### src/sv/kdt_pkg.sv
// shared types, constants and key/action codes for the keypad debounce menu
// no dependencies; used by every module of the block
package kdt_pkg;

    localparam int KEY_W        = 8;
    localparam int DBC_W        = 4;
    localparam int CFG_W        = 12;
    localparam int CFG_IDX_W    = 3;
    localparam int ACT_W        = 3;
    localparam int MODE_W       = 2;
    localparam int SEL_W        = 2;
    localparam int NUM_ITEMS    = 3;

    localparam int TH_WIDTH_DEF = 12;
    localparam int QUEUE_DEPTH  = 2;

    // register indexes on the config port
    localparam logic [CFG_IDX_W-1:0] REG_DEBOUNCE   = 3'd0;
    localparam logic [CFG_IDX_W-1:0] REG_TEMP_FLOOR = 3'd1;
    localparam logic [CFG_IDX_W-1:0] REG_VIB_FLOOR  = 3'd2;
    localparam logic [CFG_IDX_W-1:0] REG_CURR_FLOOR = 3'd3;
    localparam logic [CFG_IDX_W-1:0] REG_TEMP_START = 3'd4;
    localparam logic [CFG_IDX_W-1:0] REG_VIB_START  = 3'd5;
    localparam logic [CFG_IDX_W-1:0] REG_CURR_START = 3'd6;

    // register reset values
    localparam logic [DBC_W-1:0] DEBOUNCE_RST   = 4'd3;
    localparam logic [CFG_W-1:0] TEMP_FLOOR_RST = 12'd100;
    localparam logic [CFG_W-1:0] VIB_FLOOR_RST  = 12'd2;
    localparam logic [CFG_W-1:0] CURR_FLOOR_RST = 12'd2;
    localparam logic [CFG_W-1:0] TEMP_START_RST = 12'd300;
    localparam logic [CFG_W-1:0] VIB_START_RST  = 12'd20;
    localparam logic [CFG_W-1:0] CURR_START_RST = 12'd50;

    // key codes (ascii)
    localparam logic [KEY_W-1:0] KEY_NONE  = 8'h00;
    localparam logic [KEY_W-1:0] KEY_A     = 8'h41;
    localparam logic [KEY_W-1:0] KEY_B     = 8'h42;
    localparam logic [KEY_W-1:0] KEY_C     = 8'h43;
    localparam logic [KEY_W-1:0] KEY_STAR  = 8'h2A;
    localparam logic [KEY_W-1:0] KEY_HASH  = 8'h23;
    localparam logic [KEY_W-1:0] KEY_TWO   = 8'h32;
    localparam logic [KEY_W-1:0] KEY_EIGHT = 8'h38;

    // action codes
    localparam logic [ACT_W-1:0] ACT_NONE  = 3'd0;
    localparam logic [ACT_W-1:0] ACT_PAGE  = 3'd1;
    localparam logic [ACT_W-1:0] ACT_RELAY = 3'd2;
    localparam logic [ACT_W-1:0] ACT_BEEP  = 3'd3;
    localparam logic [ACT_W-1:0] ACT_ENTER = 3'd4;
    localparam logic [ACT_W-1:0] ACT_EXIT  = 3'd5;
    localparam logic [ACT_W-1:0] ACT_SAVE  = 3'd6;

    // classified word from the debounce front to the menu back
    typedef struct packed {
        logic             reload;
        logic             fired;
        logic [KEY_W-1:0] key;
    } t_evt;

    // menu settings from the register bank
    typedef struct packed {
        logic [NUM_ITEMS-1:0][CFG_W-1:0] floor;
        logic [NUM_ITEMS-1:0][CFG_W-1:0] start;
    } t_menu_cfg;

    // one result word
    typedef struct packed {
        logic [ACT_W-1:0]  action;
        logic              key_fired;
        logic [KEY_W-1:0]  fired_key;
        logic [MODE_W-1:0] menu_mode;
        logic [SEL_W-1:0]  selected_item;
        logic [CFG_W-1:0]  temp_threshold;
        logic [CFG_W-1:0]  vib_threshold;
        logic [CFG_W-1:0]  curr_threshold;
    } t_result;

endpackage

### src/sv/keypad_debounce_threshold_menu_core.sv
// top level of the keypad debounce and threshold menu block
// depends on kdt_pkg, kdt_front, kdt_queue, kdt_back
//
//  channel   direction  handshake                   payload
//  -------   ---------  --------------------------  -----------------------------------
//  in        sink       i_in_valid / o_in_stall     i_command, i_scan_key
//  out       source     o_out_valid / i_out_stall   o_action ... o_curr_threshold
//  cfg       sink       i_cfg_valid / o_cfg_ready   i_cfg_index, i_cfg_data
//
// one word accepted per cycle while o_in_stall is low; the front writes it into the queue,
// then the back reads it from there and loads its result into the output register
// the two-entry queue takes the front's word while a finished result waits
// synchronous active-low reset; thresholds come back at the saturated start values
// in stalls only while the queue is full; cfg is always ready
module keypad_debounce_threshold_menu_core #(
    parameter int THRESHOLD_WIDTH = kdt_pkg::TH_WIDTH_DEF,
    parameter int QUEUE_DEPTH     = kdt_pkg::QUEUE_DEPTH
) (
    input  logic                            i_clk,
    input  logic                            i_rst_n,
    // input words
    input  logic                            i_in_valid,
    output logic                            o_in_stall,
    input  logic                            i_command,
    input  logic [kdt_pkg::KEY_W-1:0]       i_scan_key,
    // result words
    output logic                            o_out_valid,
    input  logic                            i_out_stall,
    output logic [kdt_pkg::ACT_W-1:0]       o_action,
    output logic                            o_key_fired,
    output logic [kdt_pkg::KEY_W-1:0]       o_fired_key,
    output logic [kdt_pkg::MODE_W-1:0]      o_menu_mode,
    output logic [kdt_pkg::SEL_W-1:0]       o_selected_item,
    output logic [kdt_pkg::CFG_W-1:0]       o_temp_threshold,
    output logic [kdt_pkg::CFG_W-1:0]       o_vib_threshold,
    output logic [kdt_pkg::CFG_W-1:0]       o_curr_threshold,
    // register writes
    input  logic                            i_cfg_valid,
    output logic                            o_cfg_ready,
    input  logic [kdt_pkg::CFG_IDX_W-1:0]   i_cfg_index,
    input  logic [kdt_pkg::CFG_W-1:0]       i_cfg_data
);

    // register bank
    logic [kdt_pkg::DBC_W-1:0] r_debounce;
    kdt_pkg::t_menu_cfg        r_menu_cfg;

    // front to queue to back
    logic             w_push;
    logic             w_q_full;
    logic             w_q_valid;
    logic             w_pop;
    kdt_pkg::t_evt    w_front_evt;
    kdt_pkg::t_evt    w_q_evt;
    kdt_pkg::t_result w_res;

    assign o_cfg_ready = 1'b1;
    assign o_in_stall  = w_q_full;

    // register writes; an index past the list is dropped
    always_ff @(posedge i_clk) begin
        if (!i_rst_n) begin
            r_debounce          <= kdt_pkg::DEBOUNCE_RST;
            r_menu_cfg.floor[0] <= kdt_pkg::TEMP_FLOOR_RST;
            r_menu_cfg.floor[1] <= kdt_pkg::VIB_FLOOR_RST;
            r_menu_cfg.floor[2] <= kdt_pkg::CURR_FLOOR_RST;
            r_menu_cfg.start[0] <= kdt_pkg::TEMP_START_RST;
            r_menu_cfg.start[1] <= kdt_pkg::VIB_START_RST;
            r_menu_cfg.start[2] <= kdt_pkg::CURR_START_RST;
        end else if (i_cfg_valid && o_cfg_ready) begin
            unique case (i_cfg_index)
                kdt_pkg::REG_DEBOUNCE:   r_debounce          <= i_cfg_data[kdt_pkg::DBC_W-1:0];
                kdt_pkg::REG_TEMP_FLOOR: r_menu_cfg.floor[0] <= i_cfg_data;
                kdt_pkg::REG_VIB_FLOOR:  r_menu_cfg.floor[1] <= i_cfg_data;
                kdt_pkg::REG_CURR_FLOOR: r_menu_cfg.floor[2] <= i_cfg_data;
                kdt_pkg::REG_TEMP_START: r_menu_cfg.start[0] <= i_cfg_data;
                kdt_pkg::REG_VIB_START:  r_menu_cfg.start[1] <= i_cfg_data;
                kdt_pkg::REG_CURR_START: r_menu_cfg.start[2] <= i_cfg_data;
                default: ;
            endcase
        end
    end

    // debounce and classification
    kdt_front u_front (
        .i_clk            (i_clk),
        .i_rst_n          (i_rst_n),
        .i_in_valid       (i_in_valid),
        .i_full           (w_q_full),
        .i_command        (i_command),
        .i_scan_key       (i_scan_key),
        .i_debounce_count (r_debounce),
        .o_push           (w_push),
        .o_evt            (w_front_evt)
    );

    // decoupling queue
    kdt_queue #(
        .DEPTH (QUEUE_DEPTH)
    ) u_queue (
        .i_clk   (i_clk),
        .i_rst_n (i_rst_n),
        .i_push  (w_push),
        .i_evt   (w_front_evt),
        .i_pop   (w_pop),
        .o_valid (w_q_valid),
        .o_full  (w_q_full),
        .o_evt   (w_q_evt)
    );

    // menu and thresholds
    kdt_back #(
        .TW (THRESHOLD_WIDTH)
    ) u_back (
        .i_clk       (i_clk),
        .i_rst_n     (i_rst_n),
        .i_q_valid   (w_q_valid),
        .i_evt       (w_q_evt),
        .i_cfg       (r_menu_cfg),
        .i_out_stall (i_out_stall),
        .o_pop       (w_pop),
        .o_out_valid (o_out_valid),
        .o_res       (w_res)
    );

    assign o_action         = w_res.action;
    assign o_key_fired      = w_res.key_fired;
    assign o_fired_key      = w_res.fired_key;
    assign o_menu_mode      = w_res.menu_mode;
    assign o_selected_item  = w_res.selected_item;
    assign o_temp_threshold = w_res.temp_threshold;
    assign o_vib_threshold  = w_res.vib_threshold;
    assign o_curr_threshold = w_res.curr_threshold;

    // an action only comes from a fired key
    a_action_needs_fire: assert property (@(posedge i_clk) disable iff (!i_rst_n)
        (o_out_valid && o_action != kdt_pkg::ACT_NONE) |-> o_key_fired)
        else $error("action without a fired key");

    // no fire means no key code
    a_no_fire_no_key: assert property (@(posedge i_clk) disable iff (!i_rst_n)
        (o_out_valid && !o_key_fired) |-> (o_fired_key == kdt_pkg::KEY_NONE))
        else $error("key code without a fire");

    // a new result needs a queued word the cycle before
    a_result_from_queue: assert property (@(posedge i_clk) disable iff (!i_rst_n)
        $rose(o_out_valid) |-> $past(w_q_valid))
        else $error("result appeared with an empty queue");

    // the queue never takes a word while full
    a_no_push_when_full: assert property (@(posedge i_clk) disable iff (!i_rst_n)
        w_q_full |-> !w_push)
        else $error("push into a full queue");

endmodule

### src/sv/kdt_front.sv
// debounce front: accepts scan words, tracks repeats, classifies each word
// depends on kdt_pkg
module kdt_front (
    input  logic                        i_clk,
    input  logic                        i_rst_n,
    input  logic                        i_in_valid,
    input  logic                        i_full,
    input  logic                        i_command,
    input  logic [kdt_pkg::KEY_W-1:0]   i_scan_key,
    input  logic [kdt_pkg::DBC_W-1:0]   i_debounce_count,
    output logic                        o_push,
    output kdt_pkg::t_evt               o_evt
);

    logic [kdt_pkg::KEY_W-1:0] r_prev_key, n_prev_key;
    logic [kdt_pkg::DBC_W-1:0] r_same_cnt, n_same_cnt;
    logic [kdt_pkg::DBC_W-1:0] w_inc;
    logic                      w_fired;

    assign o_push = i_in_valid && !i_full;
    assign w_inc  = r_same_cnt + kdt_pkg::DBC_W'(1);

    always_comb begin
        n_prev_key = r_prev_key;
        n_same_cnt = r_same_cnt;
        w_fired    = 1'b0;
        if (i_command) begin
            // reload leaves debounce state alone
        end else if (i_scan_key == kdt_pkg::KEY_NONE) begin
            n_prev_key = kdt_pkg::KEY_NONE;
            n_same_cnt = '0;
        end else if (i_scan_key == r_prev_key) begin
            if (w_inc >= i_debounce_count) begin
                n_same_cnt = '0;
                w_fired    = 1'b1;
            end else begin
                n_same_cnt = w_inc;
            end
        end else begin
            n_prev_key = i_scan_key;
            n_same_cnt = kdt_pkg::DBC_W'(1);
        end
    end

    assign o_evt.reload = i_command;
    assign o_evt.fired  = w_fired;
    assign o_evt.key    = i_scan_key;

    always_ff @(posedge i_clk) begin
        if (!i_rst_n) begin
            r_prev_key <= kdt_pkg::KEY_NONE;
            r_same_cnt <= '0;
        end else if (o_push) begin
            r_prev_key <= n_prev_key;
            r_same_cnt <= n_same_cnt;
        end
    end

endmodule

### src/sv/kdt_queue.sv
// short fifo of classified words between the front and the back
// depends on kdt_pkg
module kdt_queue #(
    parameter int DEPTH = kdt_pkg::QUEUE_DEPTH
) (
    input  logic          i_clk,
    input  logic          i_rst_n,
    input  logic          i_push,
    input  kdt_pkg::t_evt i_evt,
    input  logic          i_pop,
    output logic          o_valid,
    output logic          o_full,
    output kdt_pkg::t_evt o_evt
);

    localparam int PW = (DEPTH > 1) ? $clog2(DEPTH) : 1;
    localparam int CW = $clog2(DEPTH + 1);

    kdt_pkg::t_evt r_mem [DEPTH];
    logic [PW-1:0] r_wr_ptr, r_rd_ptr;
    logic [CW-1:0] r_cnt;

    assign o_valid = (r_cnt != '0);
    assign o_full  = (r_cnt == CW'(DEPTH));
    assign o_evt   = r_mem[r_rd_ptr];

    always_ff @(posedge i_clk) begin
        if (i_push) begin
            r_mem[r_wr_ptr] <= i_evt;
        end
    end

    always_ff @(posedge i_clk) begin
        if (!i_rst_n) begin
            r_wr_ptr <= '0;
            r_rd_ptr <= '0;
            r_cnt    <= '0;
        end else begin
            if (i_push) begin
                r_wr_ptr <= (r_wr_ptr == PW'(DEPTH - 1)) ? '0 : r_wr_ptr + PW'(1);
            end
            if (i_pop) begin
                r_rd_ptr <= (r_rd_ptr == PW'(DEPTH - 1)) ? '0 : r_rd_ptr + PW'(1);
            end
            if (i_push && !i_pop) begin
                r_cnt <= r_cnt + CW'(1);
            end else if (!i_push && i_pop) begin
                r_cnt <= r_cnt - CW'(1);
            end
        end
    end

endmodule

### src/sv/kdt_back.sv
// menu back: mode, selection and thresholds, plus the result register
// depends on kdt_pkg
module kdt_back #(
    parameter int TW = kdt_pkg::TH_WIDTH_DEF
) (
    input  logic               i_clk,
    input  logic               i_rst_n,
    input  logic               i_q_valid,
    input  kdt_pkg::t_evt      i_evt,
    input  kdt_pkg::t_menu_cfg i_cfg,
    input  logic               i_out_stall,
    output logic               o_pop,
    output logic               o_out_valid,
    output kdt_pkg::t_result   o_res
);

    localparam int CW = kdt_pkg::CFG_W;
    localparam int NI = kdt_pkg::NUM_ITEMS;
    localparam logic [TW-1:0] TH_MAX = {TW{1'b1}};

    typedef enum logic [kdt_pkg::MODE_W-1:0] {
        M_NORMAL = 2'd0,
        M_SELECT = 2'd1,
        M_ADJUST = 2'd2
    } t_mode;

    function automatic logic [TW-1:0] f_sat(input logic [CW-1:0] s);
        logic [TW+CW-1:0] w;
        w = {{TW{1'b0}}, s};
        if (w > {{CW{1'b0}}, TH_MAX}) begin
            return TH_MAX;
        end
        return w[TW-1:0];
    endfunction

    function automatic logic [CW-1:0] f_out(input logic [TW-1:0] v);
        logic [TW+CW-1:0] w;
        w = {{CW{1'b0}}, v};
        return w[CW-1:0];
    endfunction

    t_mode                       r_mode, n_mode;
    logic [kdt_pkg::SEL_W-1:0]   r_sel, n_sel;
    logic [TW-1:0]               r_val [NI];
    logic [TW-1:0]               n_val [NI];
    logic [kdt_pkg::ACT_W-1:0]   w_act;
    kdt_pkg::t_result            r_res, n_res;
    logic                        r_out_valid;

    assign o_pop       = i_q_valid && (!r_out_valid || !i_out_stall);
    assign o_out_valid = r_out_valid;
    assign o_res       = r_res;

    always_comb begin
        n_mode = r_mode;
        n_sel  = r_sel;
        w_act  = kdt_pkg::ACT_NONE;
        for (int i = 0; i < NI; i++) begin
            n_val[i] = r_val[i];
        end
        if (i_evt.reload) begin
            for (int i = 0; i < NI; i++) begin
                n_val[i] = f_sat(i_cfg.start[i]);
            end
        end else if (i_evt.fired) begin
            unique case (r_mode)
                M_NORMAL: begin
                    case (i_evt.key) inside
                        kdt_pkg::KEY_A: w_act = kdt_pkg::ACT_PAGE;
                        kdt_pkg::KEY_B: w_act = kdt_pkg::ACT_RELAY;
                        kdt_pkg::KEY_C: w_act = kdt_pkg::ACT_BEEP;
                        kdt_pkg::KEY_STAR: begin
                            w_act  = kdt_pkg::ACT_ENTER;
                            n_mode = M_SELECT;
                            n_sel  = '0;
                        end
                        default: ;
                    endcase
                end
                M_SELECT: begin
                    case (i_evt.key) inside
                        kdt_pkg::KEY_TWO: begin
                            // up: (sel + 2) mod 3
                            case (r_sel)
                                2'd0:    n_sel = 2'd2;
                                2'd1:    n_sel = 2'd0;
                                2'd2:    n_sel = 2'd1;
                                default: n_sel = 2'd2;
                            endcase
                        end
                        kdt_pkg::KEY_EIGHT: begin
                            // down: (sel + 1) mod 3
                            case (r_sel)
                                2'd0:    n_sel = 2'd1;
                                2'd1:    n_sel = 2'd2;
                                2'd2:    n_sel = 2'd0;
                                default: n_sel = 2'd1;
                            endcase
                        end
                        kdt_pkg::KEY_A: n_mode = M_ADJUST;
                        kdt_pkg::KEY_STAR: begin
                            n_mode = M_NORMAL;
                            w_act  = kdt_pkg::ACT_EXIT;
                        end
                        default: ;
                    endcase
                end
                M_ADJUST: begin
                    case (i_evt.key) inside
                        kdt_pkg::KEY_TWO, kdt_pkg::KEY_HASH: begin
                            for (int i = 0; i < NI; i++) begin
                                if (r_sel == kdt_pkg::SEL_W'(i) && r_val[i] != TH_MAX) begin
                                    n_val[i] = r_val[i] + TW'(1);
                                end
                            end
                        end
                        kdt_pkg::KEY_EIGHT, kdt_pkg::KEY_STAR: begin
                            for (int i = 0; i < NI; i++) begin
                                if (r_sel == kdt_pkg::SEL_W'(i) &&
                                    {{CW{1'b0}}, r_val[i]} > {{TW{1'b0}}, i_cfg.floor[i]}) begin
                                    n_val[i] = r_val[i] - TW'(1);
                                end
                            end
                        end
                        kdt_pkg::KEY_A: begin
                            n_mode = M_SELECT;
                            w_act  = kdt_pkg::ACT_SAVE;
                        end
                        kdt_pkg::KEY_B: n_mode = M_SELECT;
                        default: ;
                    endcase
                end
                default: n_mode = M_NORMAL;
            endcase
        end
    end

    always_comb begin
        n_res.action         = w_act;
        n_res.key_fired      = i_evt.fired && !i_evt.reload;
        n_res.fired_key      = (i_evt.fired && !i_evt.reload) ? i_evt.key : kdt_pkg::KEY_NONE;
        n_res.menu_mode      = n_mode;
        n_res.selected_item  = n_sel;
        n_res.temp_threshold = f_out(n_val[0]);
        n_res.vib_threshold  = f_out(n_val[1]);
        n_res.curr_threshold = f_out(n_val[2]);
    end

    always_ff @(posedge i_clk) begin
        if (!i_rst_n) begin
            r_mode      <= M_NORMAL;
            r_sel       <= '0;
            r_val[0]    <= f_sat(kdt_pkg::TEMP_START_RST);
            r_val[1]    <= f_sat(kdt_pkg::VIB_START_RST);
            r_val[2]    <= f_sat(kdt_pkg::CURR_START_RST);
            r_out_valid <= 1'b0;
        end else begin
            if (o_pop) begin
                r_mode      <= n_mode;
                r_sel       <= n_sel;
                for (int i = 0; i < NI; i++) begin
                    r_val[i] <= n_val[i];
                end
                r_out_valid <= 1'b1;
            end else if (!i_out_stall) begin
                r_out_valid <= 1'b0;
            end
        end
        if (o_pop) begin
            r_res <= n_res;
        end
    end

endmodule
### config.mk
export PLATFORM = sky130hd
export DESIGN_NAME = keypad_debounce_threshold_menu_core
export DESIGN_NICKNAME = d
export VERILOG_FILES = /design/src/sv/kdt_pkg.sv /design/src/sv/keypad_debounce_threshold_menu_core.sv /design/src/sv/kdt_front.sv /design/src/sv/kdt_queue.sv /design/src/sv/kdt_back.sv
export SDC_FILE = /design/constraint.sdc
export NUM_CORES = 1
export LEC_CHECK = 0
export BUFFER_PORTS_ARGS = -buffer_cell sky130_fd_sc_hd__buf_2
export CORE_AREA = 2 2 147 149
export CTS_CLUSTER_DIAMETER = 150
export CTS_CLUSTER_SIZE = 16
export DETAILED_ROUTE_END_ITERATION = 6
export DIE_AREA = 0 0 149 151
export PLACE_DENSITY = 0.72
export SLEW_MARGIN = 40
export SYNTH_ARGS = -nofsm -noshare
export SYNTH_HDL_FRONTEND = slang
export SYNTH_SLANG_ARGS = --single-unit
### constraint.sdc
create_clock -name i_clk -period 3.2 [get_ports i_clk]
set_input_delay 0 -clock i_clk [delete_from_list [all_inputs] [get_ports i_clk]]
set_output_delay 0 -clock i_clk [all_outputs]
set_load 0.02 [all_outputs]
Word-level counts from Yosys, hierarchy flattened

Memories as Yosys holds them, arrays and structs flattened. A register that Yosys moved wholly into a read port is not among the register bits.
Cells that the tools add are included.
W data, S select, Z words.

Flip-flop bits (word level): 149
Bits in writable memories: 56
Input port bits: 29
Output and inout bits: 55
Logic and storage cells: 180
Memories kept: 2

Memory list:

| memory        | depth | width | read ports | clocked after memory_dff | write ports | RTL line        | text |
|---|---|---|---|---|---|---|---|
| u_back.r_val  | 3     | 12    | 3          | 0                        | 3           | kdt_back.sv:44  | `logic [TW-1:0] r_val [NI];` |
| u_queue.r_mem | 2     | 10    | 1          | 1                        | 1           | kdt_queue.sv:19 | `kdt_pkg::t_evt r_mem [DEPTH];` |

Add/sub/neg operators: 11
Magnitude comparators: 4
Eq/ne operators: 24
Multiplexer cells: 75
Bitwise operators: 5
Reduce and logical (&&, ||, !) cells: 36

Operators with widths:

| kind                    | count |
|---|---|
| $mux W36                | 5 |
| $mux W12                | 9 |
| $mux W2                 | 24 |
| $add A12 B1 Y12 const B | 3 |
| $gt A12 B12 Y1          | 3 |
| $ne A12 B12 Y1 const B  | 3 |
| $sub A12 B1 Y12 const B | 3 |
| $mux W3                 | 11 |
| $eq A8 B6 Y1 const B    | 4 |
| $eq A8 B7 Y1 const B    | 3 |
| $mux W1                 | 16 |
| $mux W8                 | 2 |
| $reduce_and A2 Y1       | 8 |
| $mux W4                 | 3 |
| $pmux W2 S2             | 3 |
| $logic_and A1 B1 Y1     | 11 |
| $eq A3 B3 Y1 const B    | 3 |
| $pmux W3 S3             | 1 |
| $eq A8 B8 Y1            | 1 |
| $logic_not A8 Y1        | 1 |
| $eq A2 B2 Y1 const B    | 3 |
| $eq A3 B2 Y1 const B    | 2 |
| $logic_not A1 Y1        | 6 |
| $pmux W2 S3             | 1 |
| 16 further kinds        | 26 |

Logic depth before layout (Yosys ltp)

Gate-level depths: netlist of the first run.
An unclocked memory read counts as a cell.

Depth after elaboration: 10
Gate-level depth with buffers: 10

Modules after synthesis

Synthesis of the first run repeated with hierarchy kept, for this count alone.

Cells, all modules: 1,159
Area total of the unflattened synthesis: 11,370.9 um^2

By module, submodules not included:

| module                              | times used | cells an instance | area an instance (um^2) | sequential area each (um^2) |
|---|---|---|---|---|
| kdt_back                            | 1          | 729               | 6,680.2                 | 2,742.6 |
| keypad_debounce_threshold_menu_core | 1          | 275               | 2,874.0                 | 1,521.5 |
| kdt_queue                           | 1          | 53                | 939.7                   | 700.7 |
| kdt_front                           | 1          | 102               | 877.1                   | 240.2 |

Least setup slack after synthesis of the first run

Ideal clock, no wire load.

Kind: register to register
From: memory u_back.r_val[0][11] in the netlist's numbering
To: memory u_back.r_val[0][5] in the netlist's numbering, data pin
Data arrival time: 2.406 ns
Required time: 2.937 ns
Path slack: 0.531 ns
Stages on the path, launching flop included: 10
Buffers on the path: 1
Period minus slack after synthesis: 2.669 ns
Cell sequence: edfxtp_1 ha_1 nand4_1 or2_2 a21o_1 o211ai_1 clkbuf_1 nor3b_1 nor2_1 a2111o_1

RTL lines:

| item        | RTL line |
|---|---|
| from (decl) | kdt_back.sv:44 |

==> results.md, run 1 <==
* Run status: finished clean
* Core Box Area at 0.0208 mm^2
* Die Width at 149 um
* Slowest CP cell: or4_1
* Clk sinks at 206
* Final Slew Violations at 0
* Max IR drop VDD at 0.000419 V
* P&R area growth vs syn at 14.2%
* Initial DRC count at 890
* WP data required at 3.40 ns
* Antenna Nets Post-Route at 0
* WS Path Type: reg2reg
* Switching power at 3520 uW
* Synth Flop Type: edfxtp_1
* Clock transition at path regs at 0.07 ns
* HP Start: i_in_valid
* Fin crit share at 95.8%
* Max Freq at 326 MHz
* Initial Util at 53.4%
* Sw Share at 38.5%
* Inserted Clock Buffers at 16
* Port bufs at 82
* Worst slew pin tran at 0.785 ns
* Startpoint type of the worst setup path: flip-flop
* DRC violations left at 0
* WL/cell at 19.6 um
* Vias per std cell at 6.00
* HP Class: in2reg
* Clock share of power at 20.8%
* Number of placement rows at 53
* WHS Path Cells at 4
* CP endpoint kind: flip-flop
* RSZ-0062 raised after global routing: false
* Sequential share of the synthesized area at 46.8%
* Synth area leader: edfxtp_1
* Synthesis-stage register bit count at 206
* Ranking of synthesized cells by area: edfxtp_1 (29%), dfxtp_1 (18%), nand2_1 (7.4%), ha_1 (5.7%), a21oi_1 (4.9%)
* CP arrival at 3.27 ns
* FILL cells at 1840
* First-pass GRT wire length at 48900 um
* Top delay family on crit path: simple AND/OR/NAND/NOR gates
* Overall global routing resource usage at 28.0%
* Setup tns final at 0 ns
* Int Pwr at 5630 uW
* WP buf/inv at 0
* Largest net degree at the start of global routing at 81
* Mapped Cells at 1211
* Reg2Reg Depth at 8
* Clk_lat worst skew at 0.49 ns
* Sequential share of power at 42.8%
* Clk root buf: clkbuf_16
* Reg-to-reg setup timing slack at 0.14 ns
* Num ports at 84
* Slew HR at 47.5%
* Initial antenna violation count at 0
* FF-to-FF Start: u_back.r_val[0][15]
* Non-filler cells, final at 1603
* Setup-failing EPs final at 0
* Asr flop ratio synth at 0%
* Gr ovfl total at 0
* CP Max Fanout at 8
* Util after Layout at 61.0%
* Fraction of layout instances using a drive strength above 1 at 13.7%
* Min Tclk post-route at 3.06 ns
* Post-synthesis cell area at 0.0111 mm^2
* LEAKAGE at 0.00476 uW
* Final WL at 31400 um
* Max H-tree Level at 1
* Dpl hpwl at 22200 um
* Synth top cells by count: nand2_1 (220), a21oi_1 (109), edfxtp_1 (108), dfxtp_1 (98), nor2_1 (96)
* Synth Warn # at 0
* Setup clock skew after layout at 0.0130 ns
* Die area at 0.0225 mm^2
* Vias at 9619
* Avg Inst Size Synth at 9.18 um^2
* Slowest stage delay, CP at 0.62 ns
* Share of the synthesized area in the top cell type at 29.2%
* Syn nets at 1291
* Diode count at 0
* Post-synth EDFFs at 108
* Top cell by count, worst path: nand4_1
* Vias in the first global route at 8861
* Layout net count at 1399
* Max Root-Sink Buffers at 3
* Reg2reg end: u_back.r_val[0][13]
* Synth unique cells at 80
* Pwr/cell area at 721 mW/mm^2
* Count leader, synth: nand2_1
* CP Cell Sequence: ha_1 > nand4_1 > or4_1 > nand4_1 > a31oi_2 > o21ai_4 > mux2i_1 > a211oi_1
* Placed Cells incl. Taps at 1550
* Comb pwr share at 36.4%
* Endpoints failing hold at 0
* TritonCTS clock tree: built
* Max-cap violations at 0
* GPL Wtd Cong at 0.981
* Hold Path End: u_queue.r_wr_ptr
* Die height at 151 um
* 1st-pass router iterations at 6
[worst max-delay path by stage]
stage	cells past startpoint	startpoint	slack, ns	end
floorplan	9	u_back.r_val[0][11]	0.53	u_back.r_val[0][5]
global placement	8	u_back.r_val[0][15]	0.13	u_back.r_val[0][13]
detailed placement	8	u_back.r_val[0][15]	0.10	u_back.r_val[0][13]
CTS	8	u_back.r_val[0][15]	0.10	u_back.r_val[0][13]
global route	7	flip-flop	0.01	u_back.r_val[0][22]
finish	8	u_back.r_val[0][15]	0.14	u_back.r_val[0][13]
[logic make-up after synthesis]
logic type	Yosys count	synth area share, %
compound gates	260	15.0
xor+xnor	31	2.44
other cells	1	0.0337
simple gates	504	21.6
flops	206	46.8
fa+ha+maj	51	5.74
buf+inv	111	3.97
mux	47	4.35
[cell usage in the layout, fill, tap and decap left out, types with 12 or more instances in the layout]
| cell type | count |
|---|---|
| mux2i_1 | 36 |
| a211oi_1 | 17 |
| xnor2_1 | 22 |
| nand4_1 | 22 |
| a31oi_1 | 12 |
| buf_2 | 82 |
| nand2_1 | 219 |
| and3_1 | 14 |
| nor2_1 | 91 |
| clkbuf_16 | 17 |
| nor3_1 | 18 |
| ha_1 | 51 |
| or3_1 | 13 |
| a21oi_1 | 109 |
| edfxtp_1 | 108 |
| inv_1 | 54 |
| nand3_1 | 41 |
| o21ai_0 | 28 |
| buf_4 | 36 |
| o211ai_1 | 22 |
| dlygate4sd3_1 | 25 |
| dfxtp_1 | 98 |
[flip-flops by register name (all words and copies together), names as in the netlist, named ones only]
name,count
u_queue.r_mem,20
u_queue.r_cnt,2
u_queue.r_rd_ptr,1
u_back.r_mode,2
u_back.o_res,52
u_back.r_val,36
r_debounce,4
u_front.r_same_cnt,4
u_front.r_prev_key,8
u_back.r_sel,2
r_menu_cfg,72
u_queue.r_wr_ptr,1
u_back.o_out_valid,1
[stage by stage]
stage | setup slack [ns] | hold WS [ns] | area, um^2 | power (uW)
floorplan | 0.531 | 0.0989 | 11100 | 6070
global placement | 0.126 | 0.256 | 11900 | 7160
detailed placement | 0.102 | 0.264 | 12000 | 7220
CTS | 0.100 | 0.00169 | 12700 | 9120
global route | 0.0112 | 0.0588 | 12700 | 9650
finish | 0.136 | 0.0384 | 12700 | 9160
[per-layer routing]
metal,track usage [%],part of all wire [%]
met5,0,0
met4,7.10,2.0
met3,3.86,8.0
met2,44.8,46
met1,40.2,44
[worst register-to-register path, stage by stage (launching register included)]
cell and delay [ns]:
edfxtp_1 0.52, ha_1 0.38, nand4_1 0.11, or4_1 0.62, nand4_1 0.26, a31oi_2 0.15, o21ai_4 0.32, mux2i_1 0.32
a211oi_1 0.11
[power groups by stage]
stage / registers, uW / clock network (uW) / logic [uW]
final: 3920 / 1900 / 3330
after global routing: 3980 / 2020 / 3640
after CTS: 3910 / 1910 / 3300
after detailed placement: 3970 / 0 / 3260
after global placement: 3960 / 0 / 3190
after floorplan: 4250 / 0 / 1820
[what timing repair did]
| item | CTS | global route |
|---|---|---|
| resized for setup | 0 | 1 |
| setup endpoints to repair | 0 | 2 |
| setup buffers | 0 | 0 |
| hold buffers | 25 | 0 |
| endpoints found under the hold margin | 105 | 0 |
[cell type report]
type	count	area [um^2]	area share, %
Tap cell	275	344	2.71
Multi-Input combinational cell	894	5520	43.5
Clock buffer	26	459	3.62
Timing Repair Buffer	145	947	7.46
Sequential cell	206	5200	41.0
Inverter	56	210	1.66
Clock inverter	1	3.75	0.0296
Power figures use the tool's default switching activity.
==> inputs of run 2 (changes only) <==
Settings changed: CORE_AREA 2 2 147 149 to 2 2 138 140, DIE_AREA 0 0 149 151 to 0 0 140 142, PLACE_DENSITY 0.72 to 0.8.
==> run 2 against run 1 <==
Against the previous run: the flow now finishes with violations (DRC); first-iteration DRC count is 17% higher; total power rose by 1.4%; critical path depth unchanged; clock power about the same; non-clock buffer count grew 3; sequential power hardly changed; wire length up 0.91%; design area about the same; combinational power is 4% higher; largest cell class unchanged; highest routed layer unchanged.
==> results.md, run 2 (same netlist as run 1, synthesis figures left out) <==
* Slew HR at 42.0%
* Max-cap violations at 0
* Num ports at 84
* Vias at 9776
* First-pass GRT wire length at 49600 um
* Dpl hpwl at 21800 um
* Finished Cell Area at 0.0127 mm^2
* P&R area growth vs syn at 14.3%
* Layout net count at 1402
* Number of placement rows at 50
* FF-to-FF Start: u_back.r_val[0][15]
* Reg2reg end: u_back.r_val[0][13]
* RSZ-0062 raised after global routing: false
* Commonest non-fill, non-tap cell in the layout: nand2_1
* Clk sinks at 206
* Failing checks: DRC
* Antenna Nets Post-Route at 0
* Clock transition at path regs at 0.08 ns
* Largest net degree at the start of global routing at 81
* Setup clock skew after layout at 0.0118 ns
* HP Start: i_cfg_valid
* FILL cells at 1431
* Max reg flops at 72
* Initial Util at 60.2%
* Clk_lat worst skew at 0.49 ns
* Max Freq at 327 MHz
* GPL Wtd Cong at 1.00
* CP endpoint kind: flip-flop
* Clk root buf: clkbuf_16
* TritonCTS clock tree: built
* Overall global routing resource usage at 31.8%
* Reg-to-reg setup timing slack at 0.15 ns
* Slowest CP cell: or4_1
* Switching power at 3610 uW
* Sw Share at 38.9%
* Inserted Clock Buffers at 16
* Fraction of layout instances using a drive strength above 1 at 13.6%
* Die area at 0.0199 mm^2
* Top delay family on crit path: simple AND/OR/NAND/NOR gates
* Post-CTS Repair Setup Buffers at 0
* Die height at 142 um
* FF/Latch Area at 0.00520 mm^2
* Sequential share of power at 42.1%
* Endpoints failing hold at 0
* Non-filler cells, final at 1566
* Max H-tree Level at 1
* WP buf/inv at 0
* Slowest stage delay, CP at 0.63 ns
* WHS Path Cells at 5
* Die Width at 140 um
* Max Root-Sink Buffers at 3
* Placed Cells incl. Taps at 1511
* CP arrival at 3.25 ns
* CP Max Fanout at 8
* CP Cell Sequence: ha_1 > nand4_1 > or4_1 > nand4_1 > a31oi_4 > o21ai_4 > mux2i_1 > a211oi_1
* Most frequent cells in the layout: nand2_1 (220), a21oi_1 (109), edfxtp_1 (108), dfxtp_1 (98), nor2_1 (92)
* Setup-failing EPs final at 0
* Max IR drop VDD at 0.000403 V
* Int Pwr at 5680 uW
* Vias in the first global route at 9225
* Reg2Reg Depth at 8
* Util after Layout at 68.8%
* 1st-pass router iterations at 7
* Setup tns final at 0 ns
* Top cell by count, worst path: nand4_1
* WP data required at 3.40 ns
* Vias per std cell at 6.24
* Fin crit share at 95.4%
* Initial DRC count at 1037
* Min Tclk post-route at 3.05 ns
* Startpoint type of the worst setup path: flip-flop
* Core Box Area at 0.0185 mm^2
* Diode count at 0
* WS Path Type: reg2reg
* Smallest hold slack at 0.0916 ns
* HP Class: in2reg
* Port bufs at 82
* Multi-input gate area at 0.00552 mm^2
* Post-Place Cell Area at 0.0119 mm^2
* Initial antenna violation count at 0
* Final WL at 31700 um
* Run status: finished with violations
* Gr ovfl total at 0
* LEAKAGE at 0.00478 uW
* DRC violations left at 5
* WL/cell at 20.3 um
* Worst slew pin tran at 0.867 ns
* Clock share of power at 20.7%
* Pwr/cell area at 731 mW/mm^2
* Hold Path End: r_menu_cfg[43]
* Comb pwr share at 37.2%
* Final Slew Violations at 0
==> run 2: changes by cell type in the layout (fill, tap and decap cells not counted), sizes merged <==
cell         change
buf              +2
dlygate4sd3      +2
==> run 2: per-stage QoR <==
stage	power (uW)	setup WS (ns)
finish	9280	0.146
global route	9720	0.0576
CTS	9210	0.104
detailed placement	7290	0.114
global placement	7210	0.175
floorplan	6070	0.531
==> run 2: tightest hold or removal path: cells and delay by family <==
family / cells / cell delay (ns)
AND/OR/NAND/NOR: 3 / 0.36
AO/OA/AOI/OAI: 1 / 0.05
buffers and inverters: 1 / 0.13
==> run 2: metal layers <==
layer	up-vias	track usage [%]	share of wire [%]
li1	4594	-	-
met1	4576	44.6	42
met2	503	50.4	44
met3	103	5.18	9.7
met4	0	11.5	3.9
met5	-	0	0
==> run 2: what timing repair did <==
| action | 4_1_cts | 5_1_grt |
|---|---|---|
| endpoints found under the hold margin | 106 | 0 |
| hold buffers | 27 | 0 |
| setup endpoints to repair | 0 | 6 |
| gates resized for setup | 0 | 3 |
==> run 2: power by group through the flow <==
stage	Sequential (uW)	Clock (uW)	Combinational, uW
2_1_floorplan	4250	0	1820
3_5_place_dp	3950	0	3340
6_report	3910	1920	3450
3_3_place_gp	3930	0	3280
5_1_grt	3950	2030	3740
4_1_cts	3890	1930	3390
==> run 2: worst max-delay path by stage <==
stage,from,to,depth (start not counted)
floorplan,u_back.r_val[0][11],u_back.r_val[0][5],9
global placement,u_back.r_val[0][15],u_back.r_val[0][13],8
detailed placement,u_back.r_val[0][15],u_back.r_val[0][13],8
CTS,u_back.r_val[0][15],u_back.r_val[0][13],8
global route,u_back.r_val[0][14],u_back.r_val[0][13],8
finish,u_back.r_val[0][15],u_back.r_val[0][13],8
==> run 2: cell type report <==
class                      instances  area share, %
clock buffer                      27           3.65
clock inverter                     1         0.0296
inverter                          56           1.66
multi-input combinational        894           43.5
sequential                       206           41.0
tap                              234           2.31
timing repair buffer             148           7.89
